<file path="config.mk">
export PLATFORM = sky130hd
export DESIGN_NAME = wis_front
export DESIGN_NICKNAME = d
export VERILOG_FILES = /design/src/sv/wis_pkg.sv /design/src/sv/wis_front.sv
export SDC_FILE = /design/constraint.sdc
export NUM_CORES = 1
export LEC_CHECK = 0
export ABC_CLOCK_PERIOD_IN_PS = 6040
export BUFFER_PORTS_ARGS = -buffer_cell sky130_fd_sc_hd__buf_2
export CAP_MARGIN = 5
export CORE_MARGIN = 2
export CORE_UTILIZATION = 56
export DETAILED_ROUTE_END_ITERATION = 12
export HOLD_SLACK_MARGIN = 0.1
export PLACE_DENSITY = 0.83
export SYNTH_ARGS = -nofsm -noshare
export SYNTH_HDL_FRONTEND = slang
export SYNTH_SLANG_ARGS = --single-unit
</file>
<file path="constraint.sdc">
create_clock -name aclk -period 6.04 [get_ports aclk]
set_clock_uncertainty 0.1 [all_clocks]
set_input_delay 1.51 -clock aclk [delete_from_list [all_inputs] [get_ports aclk]]
set_output_delay 1.51 -clock aclk [all_outputs]
set_load 0.1 [all_outputs]
</file>
<file path="src/sv/wis_pkg.sv">
// Shared types and constants of the weighted index sampler.
package wis_pkg;

    localparam int unsigned OP_LOAD = 0;
    localparam int unsigned OP_PICK = 1;

    typedef enum logic [1:0] {
        ST_OK    = 2'd0,
        ST_EMPTY = 2'd1,
        ST_FULL  = 2'd2
    } status_t;

    // Input item as held in the queue between front and back.
    typedef struct packed {
        logic        op;
        logic        first_weight;
        logic [15:0] weight;
        logic [30:0] random_value;
    } item_t;

    typedef enum logic [2:0] {
        BK_IDLE,
        BK_LOAD,
        BK_MOD,
        BK_SRCH_RD,
        BK_SRCH_CMP,
        BK_DONE
    } back_state_t;

endpackage

</file>
<file path="src/sv/wis_front.sv">
// Input side: two-entry queue that holds accepted items for the back end.
module wis_front (
    input  logic           aclk,
    input  logic           aresetn,
    input  logic           in_valid,
    output logic           in_ready,
    input  wis_pkg::item_t in_item,
    output logic           q_valid,
    input  logic           q_ready,
    output wis_pkg::item_t q_item
);

    wis_pkg::item_t mem_reg [2];
    logic           wr_ptr_reg, rd_ptr_reg;
    logic [1:0]     cnt_reg;
    logic           push, pop;

    assign in_ready = (cnt_reg != 2'd2);
    assign q_valid  = (cnt_reg != 2'd0);
    assign q_item   = mem_reg[rd_ptr_reg];
    assign push     = in_valid && in_ready;
    assign pop      = q_valid && q_ready;

    // Store the incoming transfer.
    always_ff @(posedge aclk) begin
        if (push) begin
            mem_reg[wr_ptr_reg] <= in_item;
        end
    end

    // Advance pointers and fill count.
    always_ff @(posedge aclk) begin
        if (!aresetn) begin
            wr_ptr_reg <= 1'b0;
            rd_ptr_reg <= 1'b0;
            cnt_reg    <= 2'd0;
        end else begin
            if (push) wr_ptr_reg <= ~wr_ptr_reg;
            if (pop)  rd_ptr_reg <= ~rd_ptr_reg;
            cnt_reg <= cnt_reg + {1'b0, push} - {1'b0, pop};
        end
    end

endmodule

</file>
==> impl_metrics.ini <==
[outcome]
status = complete, no violations

[floorplanning]
fp.coreArea_um2 = 6680
dieArea_um2 = 7490
io_pins = 104
die_y_um = 86.5
core.rowCount = 30
start_util = 0.571
dieWidth_um = 86.5

[sta]
fmax_ghz = 0.257
slew_viol_final = 0
worst_slew_pin_slew_ns = 0.672
rsz0062_at_grt = false
period_share = 0.644
setup_violations = 0
max_slew_margin = 0.551
setup-tns-final_ns = 0
period_needed_ns = 3.89
finalHoldViolCount = 0

[yosys]
synth.yosys.seq_area_share = 0.798
synth_area_um2 = 3810
ys_types = 19
yosysWarningCount = 0
synth_top_area_cell = edfxtp_1
synth_seq_cells = 103
synth_top_area_share = 0.771
synth.avg_cell_area_um2 = 21.7
synth_nets = 231
synth_area_leaders = edfxtp_1, mux2_2, mux2_4
syn_inst = 176

[detailed_routing]
wire_per_inst_um = 17.0
ant_nets = 0
drc = 0
via_count = 1932
drtIter0Drc = 165
viasPerCell = 5.18
drtPass1Iterations = 4
routed_wl_mm = 6.33

[clock_network]
cts_tree = yes
cts_buffers = 9
cts-root-buf = clkbuf_8
cts_buffer_depth = 2
postCtsHoldBufs = 0
worstSkewPairLatency_ns = 0.35
cts_sinks = 103
h-tree-depth = 3
ctsResizeCount = 0
clk_pin_slew_ns = 0.09
post_cts_buffers = 0

[final_layout]
num-nets-final = 343
diodes = 0
drive_gt1_frac = 0.597
utilization = 0.687
finalNonFillerCells = 373
largest_register_ffs = 98
area_growth_pct = 20.4
final_cell_area_um2 = 4590

[grt]
grt_pass1_vias = 1943
grt_pass1_wl_mm = 9.52
grtUsageTotal = 0.174
antenna_found_initial = 0
overflow = 0
grt_max_degree = 50

[placement]
gp_routability_congestion = 0.687
dpl_cell_area_um2 = 4410
dp_hpwl_mm = 4.24
io_buffer_count = 103
dp_cells = 357

[worst_setup_path]
start_kind = register
required_ns = 4.43
endpoint_kind = primary output
cp_max_fo = 27
crit_arrival_ns = 2.28
path_class = register to primary output

[min_path]
hold_class = register to register

[run]
max_cap_violations = 0
==> metal layers <==
layer  part of all wire  vias to the layer above  GRT usage
met1               0.41                      942      0.226
met4              0.026                        0     0.0966
met2               0.52                       62      0.278
li1                   -                      915          -
met5                  0                        -          0
met3              0.044                       13     0.0352
==> cell type report <==
class | count | area (um^2)
Clock buffer | 9 | 124
Clock inverter | 7 | 53.8
Fill cell | 450 | 2090
Inverter | 1 | 3.75
Multi-Input combinational cell | 67 | 728
Sequential cell | 103 | 3040
Tap cell | 80 | 100
Timing Repair Buffer | 106 | 538
==> critical path, cell delays in order, from the launching register on <==
cell and delay [ns]:
dfxtp_2 0.74, buf_4 0.46, mux2_2 0.40, buf_2 0.30
==> stage by stage <==
stage               setup slack [ns]  hold WS [ns]
floorplan                       1.77         0.355
global placement                2.53         0.398
detailed placement              2.52         0.429
CTS                             2.14         0.441
global route                    2.05         0.466
finish                          2.15         0.440
==> cells in the mapped netlist <==
library cell	count
o21a_1	1
or2_2	1
inv_1	1
nand2b_1	2
dfxtp_1	5
buf_4	3
nand2_1	2
edfxtp_1	98
mux2_4	10
ha_1	2
nor2b_1	2
mux2_2	39
nor2_1	1
xnor2_1	3
and3_1	1
buf_8	1
and2_1	2
mux2i_1	1
buf_6	1
==> cells by family after synthesis <==
group                    Yosys count  synth area share
XOR/XNOR                           3           0.00689
flip-flops                       103             0.798
adder cells (fa/ha/maj)            2           0.00656
multiplexers                      50             0.157
buffers and inverters              6            0.0138
AO/OA/AOI/OAI                      1           0.00197
AND/OR/NAND/NOR                   11            0.0161
==> layout by cell type (no fill, tap or decap), drive strengths merged, types with 3 or more instances in the layout <==
cell type / instances
clkbuf: 9
edfxtp: 98
inv: 4
xnor2: 3
clkinv: 4
dfxtp: 5
mux2: 49
buf: 106
==> path summary, 6_finish.rpt <==
kind / from / to / slack, ns / cells after the start
max: register / q_item[6] / 2.15 / 3
min: wr_ptr_reg / wr_ptr_reg / 0.44 / 2
max reg2reg: cnt_reg[0] / mem_reg[0][6] / 3.85 / 4
min reg2reg: wr_ptr_reg / wr_ptr_reg / 0.44 / 2
Power is left out: the tool's default activity adds up to more than one toggle a clock period on the data nets, which glitch-free logic cannot reach.
